`src/rtl/tccw_pkg.sv`:
```
`timescale 1ns / 1ps

package tccw_pkg;

    localparam int POS_W = 11;

    localparam logic [1:0] CMD_WRITE    = 2'd0;
    localparam logic [1:0] CMD_PROT_ON  = 2'd1;
    localparam logic [1:0] CMD_PROT_OFF = 2'd2;
    localparam logic [1:0] CMD_CLEAR    = 2'd3;

    localparam logic [7:0] CH_NEWLINE   = 8'd10;
    localparam logic [7:0] CH_BACKSPACE = 8'd8;
    localparam logic [7:0] CH_SPACE     = 8'h20;
    localparam logic [7:0] ATTR_BLANK   = 8'h07;

    typedef enum logic {
        ST_SWEEP,
        ST_RUN
    } t_state;

    typedef struct packed {
        logic [1:0] cmd;
        logic [7:0] char_code;
        logic [7:0] attribute;
    } t_req;

    typedef struct packed {
        logic             cell_written;
        logic [POS_W-1:0] cell_index;
        logic [7:0]       cell_char;
        logic [7:0]       cell_attr;
        logic [POS_W-1:0] cursor_position;
        logic             screen_cleared;
    } t_res;

endpackage

```
`src/rtl/text_console_char_writer_unit.sv`:
```
// a request is captured in the input register, then written to the output register when it is processed
// a new request is accepted only once the held request has been processed
// CMD_CLEAR or a full-screen wrap with clear_on_full set starts a sweep of COLUMNS*ROWS
// cells (2000 by default), one store write per cycle; no request is processed during it
// reset: synchronous, active low; cursor home, line count minus one, protection off,
// clear_on_full 1, then the same sweep fills the store with spaces in attribute 0x07
`timescale 1ns / 1ps

module text_console_char_writer_unit
    import tccw_pkg::*;
#(
    parameter int COLUMNS = 80,
    parameter int ROWS    = 25
) (
    input  logic i_clk,
    input  logic i_rst_n,
    input  logic i_in_valid,
    output logic o_in_ready,
    input  t_req i_in_req,
    output logic o_out_valid,
    input  logic i_out_ready,
    output t_res o_out_res,
    input  logic i_cfg_we,
    input  logic i_cfg_wdata
);

    localparam int CELLS  = COLUMNS * ROWS;
    localparam int ADDR_W = $clog2(CELLS);
    localparam int COL_W  = $clog2(COLUMNS);
    localparam int ROW_W  = $clog2(ROWS);
    localparam int LC_W   = $clog2(ROWS) + 1;
    localparam int EXT_W  = (ADDR_W > POS_W) ? ADDR_W : POS_W;

    logic [15:0] mem [CELLS];

    t_state r_state, n_state;
    logic [ADDR_W-1:0] r_sweep_addr;

    logic r_req_valid;
    t_req r_req;
    logic r_out_valid;
    t_res r_out_res;

    logic [ROW_W-1:0] r_row, n_row;
    logic [COL_W-1:0] r_col, n_col;
    logic signed [LC_W-1:0] r_lc, n_lc;
    logic r_prot_on, n_prot_on;
    logic [COL_W-1:0] r_prot_col, n_prot_col;
    logic r_clear_on_full;

    logic w_fire;
    logic w_mem_we;
    logic [ADDR_W-1:0] w_mem_addr;
    logic [15:0] w_mem_data;

    logic w_wr;
    logic w_cleared;
    logic [COL_W-1:0] w_wcol;
    logic [7:0] w_wch;
    logic [7:0] w_wat;
    logic [ROW_W:0] w_row_ext;
    logic [COL_W:0] w_col_ext;
    logic [COL_W-1:0] w_limit;
    logic [ADDR_W-1:0] w_widx;
    logic [ADDR_W-1:0] w_cpos;
    logic [EXT_W-1:0] w_widx_ext;
    logic [EXT_W-1:0] w_cpos_ext;
    t_res w_res;

    assign o_in_ready  = !r_req_valid;
    assign o_out_valid = r_out_valid;
    assign o_out_res   = r_out_res;

    // request datapath
    always_comb begin
        n_row      = r_row;
        n_col      = r_col;
        n_lc       = r_lc;
        n_prot_on  = r_prot_on;
        n_prot_col = r_prot_col;
        w_wr       = 1'b0;
        w_cleared  = 1'b0;
        w_wcol     = r_col;
        w_wch      = 8'd0;
        w_wat      = 8'd0;
        w_row_ext  = {1'b0, r_row};
        w_col_ext  = {1'b0, r_col};
        w_limit    = r_prot_on ? r_prot_col : '0;
        case (r_req.cmd)
            CMD_PROT_ON: begin
                n_prot_on  = 1'b1;
                n_prot_col = r_col;
            end
            CMD_PROT_OFF: begin
                n_prot_on = 1'b0;
            end
            CMD_CLEAR: begin
                n_row     = '0;
                n_col     = '0;
                n_lc      = '0;
                w_cleared = 1'b1;
            end
            CMD_WRITE: begin
                if (r_req.char_code == CH_NEWLINE) begin
                    w_col_ext = '0;
                    w_row_ext = w_row_ext + 1'b1;
                    n_lc      = r_lc + 1'b1;
                end else if (r_req.char_code == CH_BACKSPACE) begin
                    if (r_col > w_limit) begin
                        w_col_ext = w_col_ext - 1'b1;
                        w_wcol    = r_col - 1'b1;
                        w_wr      = 1'b1;
                        w_wch     = CH_SPACE;
                        w_wat     = r_req.attribute;
                    end else if (!r_prot_on && r_row != '0) begin
                        w_row_ext = w_row_ext - 1'b1;
                        w_col_ext = (COL_W+1)'(COLUMNS - 1);
                    end
                end else begin
                    w_wr      = 1'b1;
                    w_wch     = r_req.char_code;
                    w_wat     = r_req.attribute;
                    w_col_ext = w_col_ext + 1'b1;
                end
                if (w_col_ext >= (COL_W+1)'(COLUMNS)) begin
                    w_col_ext = '0;
                    w_row_ext = w_row_ext + 1'b1;
                end
                if (w_row_ext >= (ROW_W+1)'(ROWS)) begin
                    w_row_ext = '0;
                end
                n_row = w_row_ext[ROW_W-1:0];
                n_col = w_col_ext[COL_W-1:0];
                if (n_lc >= $signed(LC_W'(ROWS - 1))) begin
                    n_lc = '0;
                    if (r_clear_on_full) begin
                        n_row     = '0;
                        n_col     = '0;
                        w_cleared = 1'b1;
                    end
                end
            end
            default: begin
            end
        endcase
    end

    assign w_widx     = ADDR_W'(r_row) * ADDR_W'(COLUMNS) + ADDR_W'(w_wcol);
    assign w_cpos     = ADDR_W'(n_row) * ADDR_W'(COLUMNS) + ADDR_W'(n_col);
    assign w_widx_ext = EXT_W'(w_widx);
    assign w_cpos_ext = EXT_W'(w_cpos);

    always_comb begin
        w_res.cell_written    = w_wr;
        w_res.cell_index      = w_wr ? w_widx_ext[POS_W-1:0] : '0;
        w_res.cell_char       = w_wch;
        w_res.cell_attr       = w_wat;
        w_res.cursor_position = w_cpos_ext[POS_W-1:0];
        w_res.screen_cleared  = w_cleared;
    end

    // next state
    always_comb begin
        n_state = r_state;
        case (r_state)
            ST_SWEEP: begin
                if (r_sweep_addr == ADDR_W'(CELLS - 1)) begin
                    n_state = ST_RUN;
                end
            end
            ST_RUN: begin
                if (w_fire && w_cleared) begin
                    n_state = ST_SWEEP;
                end
            end
            default: n_state = ST_SWEEP;
        endcase
    end

    // outputs of the control
    always_comb begin
        w_fire     = 1'b0;
        w_mem_we   = 1'b0;
        w_mem_addr = w_widx;
        w_mem_data = {w_wat, w_wch};
        case (r_state)
            ST_SWEEP: begin
                w_mem_we   = 1'b1;
                w_mem_addr = r_sweep_addr;
                w_mem_data = {ATTR_BLANK, CH_SPACE};
            end
            ST_RUN: begin
                w_fire   = r_req_valid && (!r_out_valid || i_out_ready);
                w_mem_we = w_fire && w_wr;
            end
            default: begin
            end
        endcase
    end

    always_ff @(posedge i_clk) begin
        if (w_mem_we) begin
            mem[w_mem_addr] <= w_mem_data;
        end
    end

    always_ff @(posedge i_clk) begin
        if (!i_rst_n) begin
            r_state         <= ST_SWEEP;
            r_sweep_addr    <= '0;
            r_req_valid     <= 1'b0;
            r_out_valid     <= 1'b0;
            r_row           <= '0;
            r_col           <= '0;
            r_lc            <= '1;
            r_prot_on       <= 1'b0;
            r_prot_col      <= '0;
            r_clear_on_full <= 1'b1;
        end else begin
            r_state <= n_state;
            if (r_state == ST_SWEEP) begin
                r_sweep_addr <= r_sweep_addr + 1'b1;
            end else begin
                r_sweep_addr <= '0;
            end
            if (i_cfg_we) begin
                r_clear_on_full <= i_cfg_wdata;
            end
            if (i_in_valid && o_in_ready) begin
                r_req_valid <= 1'b1;
            end else if (w_fire) begin
                r_req_valid <= 1'b0;
            end
            if (w_fire) begin
                r_out_valid <= 1'b1;
                r_row       <= n_row;
                r_col       <= n_col;
                r_lc        <= n_lc;
                r_prot_on   <= n_prot_on;
                r_prot_col  <= n_prot_col;
            end else if (i_out_ready) begin
                r_out_valid <= 1'b0;
            end
        end
    end

    always_ff @(posedge i_clk) begin
        if (i_in_valid && o_in_ready) begin
            r_req <= i_in_req;
        end
        if (w_fire) begin
            r_out_res <= w_res;
        end
    end

    a_no_fire_in_sweep: assert property (@(posedge i_clk) disable iff (!i_rst_n)
        r_state == ST_SWEEP |-> !w_fire)
        else $error("request processed during store sweep");

    a_cursor_range: assert property (@(posedge i_clk) disable iff (!i_rst_n)
        (r_row < ROW_W'(ROWS - 1) || r_row == ROW_W'(ROWS - 1))
        && (r_col < COL_W'(COLUMNS - 1) || r_col == COL_W'(COLUMNS - 1)))
        else $error("cursor out of range");

    a_clear_starts_sweep: assert property (@(posedge i_clk) disable iff (!i_rst_n)
        w_fire && w_res.screen_cleared |=> r_state == ST_SWEEP)
        else $error("clear did not start sweep");

    a_line_count_range: assert property (@(posedge i_clk) disable iff (!i_rst_n)
        r_lc < $signed(LC_W'(ROWS - 1)))
        else $error("line count out of range");

endmodule
```
`config.mk`:
```
export PLATFORM = sky130hd
export DESIGN_NAME = text_console_char_writer_unit
export DESIGN_NICKNAME = d
export VERILOG_FILES = /design/src/rtl/tccw_pkg.sv /design/src/rtl/text_console_char_writer_unit.sv
export SDC_FILE = /design/constraint.sdc
export NUM_CORES = 1
export LEC_CHECK = 0
export BUFFER_PORTS_ARGS = -buffer_cell sky130_fd_sc_hd__buf_4
export CORE_AREA = 2 2 120 87
export DETAILED_ROUTE_END_ITERATION = 16
export DIE_AREA = 0 0 122 89
export PLACE_DENSITY = 0.79
export SLEW_MARGIN = 15
export SYNTH_ARGS = -nofsm -noshare
export SYNTH_HDL_FRONTEND = slang
export SYNTH_SLANG_ARGS = --single-unit
```
`constraint.sdc`:
```
create_clock -name i_clk -period 15.3 [get_ports i_clk]
set_input_delay 3.06 -clock i_clk [delete_from_list [all_inputs] [get_ports i_clk]]
set_output_delay 3.06 -clock i_clk [all_outputs]
set_load 0.01 [all_outputs]
```
After elaboration in Yosys (flattened, before gate mapping). Index checks and enable logic that the tools add are counted.

Bits in writable memories: 0. Bits in latches: 0. Memories: 0. Word-level logic and storage cells: 112. Bits in read-only memories: 0. Flip-flop bits (word level): 99.

$lt $le $gt $ge: 4. Shift operators: 0. Multipliers: 2. Div/mod/pow operators: 0. Multiplexer cells: 49. Bitwise gates (word level): 3. Eq/ne operators: 6. Reductions and logical operators: 19. $add $sub $neg: 10.

Operator list (number): 2-to-1 mux 6 bit (11); 2-to-1 mux 7 bit (9); 2-to-1 mux 8 bit (7); adder 11 x 7 -> 11 bit (2); == test 8 x 4 -> 1 bit (second input constant) (2); 2-to-1 mux 5 bit (3); multiplier 5 x 3 -> 7 bit (second input constant) (2); one-hot mux 7 bit (2 select lines) (1); 2-to-1 mux 1 bit (13); adder 6 x 1 -> 6 bit (second input constant) (2); one-hot mux 6 bit (2 select lines) (1); adder 11 x 1 -> 11 bit (second input constant) (1); == test 11 bit (second input constant) (1); one-hot mux 5 bit (2 select lines) (1); adder 7 x 1 -> 8 bit (second input constant) (1); greater-or-equal comparator 8 x 7 -> 1 bit (second input constant) (1); nonzero test 2 bit (4); subtractor 7 x 1 -> 8 bit (second input constant) (1); > comparator 7 bit (1); subtractor 7 x 1 -> 7 bit (second input constant) (1); adder 5 x 1 -> 6 bit (second input constant) (1); greater-or-equal comparator 6 x 5 -> 1 bit (second input constant) (1); greater-or-equal comparator 6 bit (second input constant) (1); one-hot mux 1 bit (2 select lines) (3); 11 further kinds (22).

Logic depth before layout (Yosys ltp).
Depth after elaboration: 17. Gate-level depth with buffers: 24. Depth with buffers taken out: 22.

Worst setup path after synthesis. Ideal clock, no wire load.

Path kind: register to register. Start point: register r_prot_on. End point: register r_out_res (netlist bit o_out_res[11]) (data pin). Path buffers: 2. Cell stages (with the launch flop): 24. Clock period less this slack: 5432 ps. Setup time: 265 ps. Setup slack: 9868 ps. Arrival time: 5167 ps. Cell sequence: dfxtp_1 clkbuf_1 nand2_1 ha_1 nand4_1 or2_2 o21ai_0 clkbuf_1 a21oi_1 xnor2_2 ha_1 o2111ai_2 xnor2_1 nor2b_1 o21ai_0 ha_1 ha_1 inv_1 fa_1 or2_2 o21ai_0 or4b_2 o21ai_0 xor2_1.

Word-level cells in the longest chain between the ends: 17. Elaborated cells between the ends (all ways): 29. Those cells by class: add/sub: 2; mul: 1; order compare: 3; mux: 21; reduce/logical: 2.

RTL lines: from (decl) (line text_console_char_writer_unit.sv:47) `logic r_prot_on, n_prot_on;`; from (signal assigned) (line text_console_char_writer_unit.sv:239) `r_prot_on <= n_prot_on;`; parallel branches: the longest is 8 deep, another holds greater-or-equal comparator 8 x 7 -> 1 bit; 2-to-1 mux 6 bit * (line text_console_char_writer_unit.sv:125) `if (w_col_ext >= (COL_W+1)'(COLUMNS)) begin`; 2-to-1 mux 6 bit * (line text_console_char_writer_unit.sv:89) `case (r_req.cmd)`; greater-or-equal comparator 6 x 5 -> 1 bit (line text_console_char_writer_unit.sv:129) `if (w_row_ext >= (ROW_W+1)'(ROWS)) begin`; 2-to-1 mux 5 bit * (line text_console_char_writer_unit.sv:129); 2-to-1 mux 5 bit (line text_console_char_writer_unit.sv:136) `if (r_clear_on_full) begin`; 2-to-1 mux 5 bit * (line text_console_char_writer_unit.sv:134) `if (n_lc >= $signed(LC_W'(ROWS - 1))) begin`; one-hot mux 5 bit (2 select lines) * (line text_console_char_writer_unit.sv:89); via n_row[3] (line text_console_char_writer_unit.sv:44) `logic [ROW_W-1:0] r_row, n_row;`; multiplier 5 x 3 -> 7 bit * (line text_console_char_writer_unit.sv:149) `assign w_cpos = ADDR_W'(n_row) * ADDR_W'(COLUMNS) + ADDR_W'(n_col);`; adder 11 x 7 -> 11 bit * (line text_console_char_writer_unit.sv:149); via w_cpos[10] (line text_console_char_writer_unit.sv:65) `logic [ADDR_W-1:0] w_cpos;`; to (signal assigned) (line text_console_char_writer_unit.sv:252) `r_out_res <= w_res;`; to (decl) (line text_console_char_writer_unit.sv:42) `t_res r_out_res;`.

Mark *: on every way through the listed nets, which the timed path passes. The select of a mux whose other input is x is not followed. A chain may end at the register's enable or synchronous reset.

Worst setup path after layout.
Start point: register r_req[13] (netlist name). End point: register r_out_res (netlist bit o_out_res[11]) (data pin).

Word-level cells in the longest chain between the ends: 14. Elaborated cells between the ends (all ways): 26. Those cells by class: add/sub: 2; mul: 1; order compare: 3; eq/ne: 2; mux: 18.

RTL lines: from (decl) (line text_console_char_writer_unit.sv:40) `t_req r_req;`; from (signal assigned) (line text_console_char_writer_unit.sv:249) `r_req <= i_in_req;`; == test 8 x 4 -> 1 bit (line text_console_char_writer_unit.sv:108) `end else if (r_req.char_code == CH_BACKSPACE) begin`; 2-to-1 mux 8 bit or 2-to-1 mux 6 bit (tied branches) (line text_console_char_writer_unit.sv:108); 2-to-1 mux 8 bit or 2-to-1 mux 6 bit (tied branches) (line text_console_char_writer_unit.sv:104) `if (r_req.char_code == CH_NEWLINE) begin`; 2-to-1 mux 8 bit or 2-to-1 mux 6 bit (tied branches) (line text_console_char_writer_unit.sv:89); greater-or-equal comparator 8 x 7 -> 1 bit or adder 6 x 1 -> 6 bit (tied branches) (line text_console_char_writer_unit.sv:125, text_console_char_writer_unit.sv:127); 2-to-1 mux 6 bit (line text_console_char_writer_unit.sv:125); 2-to-1 mux 6 bit (line text_console_char_writer_unit.sv:89); greater-or-equal comparator 6 x 5 -> 1 bit (line text_console_char_writer_unit.sv:129); 2-to-1 mux 5 bit (line text_console_char_writer_unit.sv:129); 2-to-1 mux 5 bit (line text_console_char_writer_unit.sv:136); 2-to-1 mux 5 bit * (line text_console_char_writer_unit.sv:134); one-hot mux 5 bit (2 select lines) * (line text_console_char_writer_unit.sv:89); via n_row[1] (line text_console_char_writer_unit.sv:44); multiplier 5 x 3 -> 7 bit * (line text_console_char_writer_unit.sv:149); adder 11 x 7 -> 11 bit * (line text_console_char_writer_unit.sv:149); via w_cpos[10] (line text_console_char_writer_unit.sv:65).

Mark *: on every way through the listed nets, which the timed path passes. The rest lies on a longest branch. The select of a mux whose other input is x is not followed.

==> impl_metrics.json <==
{
  "max_slew.worst_pin.slew_ps": 953,
  "drc": 0,
  "rrSetupSlack_ps": 8990,
  "synthCells": 577,
  "dpl-instance-area_mm2": 0.00626,
  "wl_met2_um": 6010,
  "status": "complete, no violations",
  "min_delay_worst_endpoint": "r_sweep_addr[0]",
  "n_fill_cell": 739,
  "port-buffer-count": 65,
  "cts_hold_buf": 0,
  "cp.required_ps": 15390,
  "ios": 66,
  "power_mw": 0.551,
  "area_growth_pct": 15.0,
  "clock_skew_ps": 5.75,
  "worstReg2RegStart": "r_req[13]",
  "crit_path_end_kind": "flip-flop",
  "drive_gt1_share_pct": 17.6,
  "setup_viol": 0,
  "synth-edff-count": 58,
  "cts_root_buf": "clkbuf_16",
  "synth-xor-area-share_pct": 6.41,
  "numCtsBuffers": 9,
  "leakage_nw": 2.61,
  "synth_compound_area_share_pct": 13.8,
  "fin_hold_ws_ps": 445,
  "clk_latency_ps": 340,
  "die_y_um": 89,
  "die_area_mm2": 0.0109,
  "synth_cell_types": 75,
  "grt_first_pass_wirelength_um": 20600,
  "hp-start": "r_sweep_addr[0]",
  "syn_avg_cell_area_um2": 9.91,
  "hp-class": "reg -> reg",
  "wl_met1_um": 5540,
  "coreArea_mm2": 0.00957,
  "cts_setup_buffers": 0,
  "nets": 689,
  "muxShareOfSynthArea_pct": 0.350,
  "ys_seq_area_share_pct": 44.8,
  "start_util_pct": 59.7,
  "hold_viol": 0,
  "grt_pass1_vias": 4206,
  "grt_max_degree": 62,
  "met3_wirelength_um": 911,
  "path_class": "reg -> reg",
  "final_cell_area_mm2": 0.00658,
  "drv_slew": 0,
  "clk_pin_slew_ps": 70,
  "rows": 30,
  "cts_resized": 0,
  "crit_arrival_ps": 6400,
  "ys_ff_latch": 99,
  "cts_sinks": 99,
  "vias": 4514,
  "yosysWarnings": 0,
  "synth_area_mm2": 0.00572,
  "wirelength_um": 12600,
  "drt-pass1-iter-count": 5,
  "antenna_cells": 0,
  "max_slew_margin_pct": 36.0,
  "synth_nets": 641,
  "place_hpwl_um": 8950,
  "critPathMaxFanout": 20,
  "maxCapViolCount": 0,
  "grt_util_all_layers_pct": 24.1,
  "worstSetupStartpointType": "flip-flop",
  "cts_tree": "done",
  "timing.final.crit_share_pct": 41.2,
  "synth-simple-area-share_pct": 21.9,
  "synth_top_flop_cell": "edfxtp_1",
  "rr_worst_depth": 19,
  "r2r-end": "o_out_res[11]",
  "cts_max_level": 3,
  "fin_util_pct": 68.7,
  "clock.fmax_ghz": 0.159,
  "tns_ps": 0,
  "synthArstFlopShare_pct": 0,
  "wl_per_cell_um": 16.7,
  "dr.first_iter.drc_count": 360,
  "gp_congestion": 0.910,
  "highest_layer": "met4",
  "ant_nets": 0,
  "powerDensity_mw_per_mm2": 83.7,
  "post_drt_via_cell_ratio": 5.96,
  "vdd_drop_max_v": 0.0000534,
  "synth_top_family_by_area": "simple AND/OR/NAND/NOR gates",
  "antenna_found_initial": 0,
  "period_needed_ps": 6310,
  "overflow": 0,
  "clk_path_buf_depth": 2,
  "min_path_cells": 1,
  "rsz0062_at_grt": "false",
  "synthAdderAreaFrac_pct": 9.28,
  "die_x_um": 122
}
[layout by cell type, fill, tap and decap left out, types with 3 or more instances in the layout]
cell type and n:
and2_1 22, and3_1 14, or3_1 6, fa_1 4, nand3b_1 3, nand2b_1 6, ha_1 36, inv_1 17
nand3_1 30, edfxtp_1 58, o21ai_1 3, a31oi_1 4, o21a_1 5, clkbuf_16 9, nand4_1 4, nand2_1 55
nor3_1 14, or2_2 4, xor2_1 13, nor3b_1 4, a22o_1 4, a21o_1 10, nor2b_1 5, a21oi_1 32
nor2_1 46, xnor2_1 22, o21ai_0 23, dfxtp_1 41, buf_4 68, or3b_2 3
[cell families after synthesis]
kind of cell,Yosys count
and+or+nand+nor,236
AOI/OAI and AO/OA,114
DFF,99
buffers and inverters,48
adders and majority gates,40
xor gates and xnor gates,38
muxes,2
[Yosys cell counts, types with 8 or more instances]
cell / n / share of area (%)
a21o_1: 10 / 1.3
a21oi_1: 32 / 2.8
and2_1: 22 / 2.4
and3_1: 14 / 1.5
buf_2: 8 / 0.70
clkbuf_1: 22 / 1.4
dfxtp_1: 41 / 14
edfxtp_1: 58 / 30
ha_1: 36 / 7.9
inv_1: 17 / 1.1
nand2_1: 55 / 3.6
nand3_1: 30 / 2.6
nor2_1: 46 / 3.0
nor3_1: 14 / 1.2
o21ai_0: 23 / 2.0
xnor2_1: 22 / 3.4
xor2_1: 13 / 2.0
[through the flow]
| stage | worst slack [ps] | std cells |
|---|---|---|
| 3_3_place_gp | 9550 | 742 |
| 5_1_grt | 8660 | 758 |
| 4_1_cts | 9110 | 758 |
| 6_report | 8990 | 758 |
| 2_1_floorplan | 9870 | 577 |
| 3_5_place_dp | 9110 | 742 |
[power breakdown]
group | switching [mW] | total [mW] | internal (mW)
combinational | 0.0116 | 0.0201 | 0.00848
clock | 0.0993 | 0.244 | 0.144
sequential | 0.00233 | 0.287 | 0.285
[worst max-delay path: stages, from the launching register on]
cell and delay [ps]:
edfxtp_1 440, nor4_1 660, nand3_1 750, or3_1 630, a221oi_1 340, and2_1 200, or3b_2 160, and3b_1 230
o21a_1 140, nor2b_1 150, a22o_1 250, ha_1 300, ha_1 160, inv_1 60, fa_1 410, or2_2 310
o21ai_0 90, or4b_2 600, o21ai_0 110, xor2_1 90
[routing by layer]
| layer | vias to the layer above | track usage (%) |
|---|---|---|
| met2 | 200 | 40.2 |
| met5 | - | 0 |
| met3 | 27 | 4.91 |
| met1 | 2107 | 32.1 |
| li1 | 2180 | - |
| met4 | 0 | 7.31 |
[worst max-delay path by stage]
stage,slack [ps],end,cells after the start,start
floorplan,9870,o_out_res[11],23,r_prot_on
global placement,9550,o_out_res[11],19,r_req[12]
detailed placement,9110,o_out_res[11],19,r_req[13]
CTS,9110,o_out_res[11],19,r_req[13]
global route,8660,o_out_res[11],19,r_req[13]
finish,8990,o_out_res[11],19,r_req[13]
[registers in the layout, indices dropped and copies added, names as in the netlist]
name / count
r_prot_col: 7
r_sweep_addr: 11
r_col: 7
r_state: 1
r_prot_on: 1
r_clear_on_full: 1
o_out_res: 40
o_out_valid: 1
r_req: 18
r_row: 5
r_lc: 6
r_req_valid: 1
[layout make-up]
class | instances | area (µm²) | share of cell area, %
inverters | 17 | 63.8 | 0.970
clock inverters | 5 | 82.6 | 1.26
flip-flops and latches | 99 | 2560 | 39.0
well taps | 128 | 160 | 2.43
repair buffers | 68 | 510 | 7.76
clock buffers | 11 | 233 | 3.54
multi-input cells | 430 | 2970 | 45.1
Power figures use the tool's default switching activity.
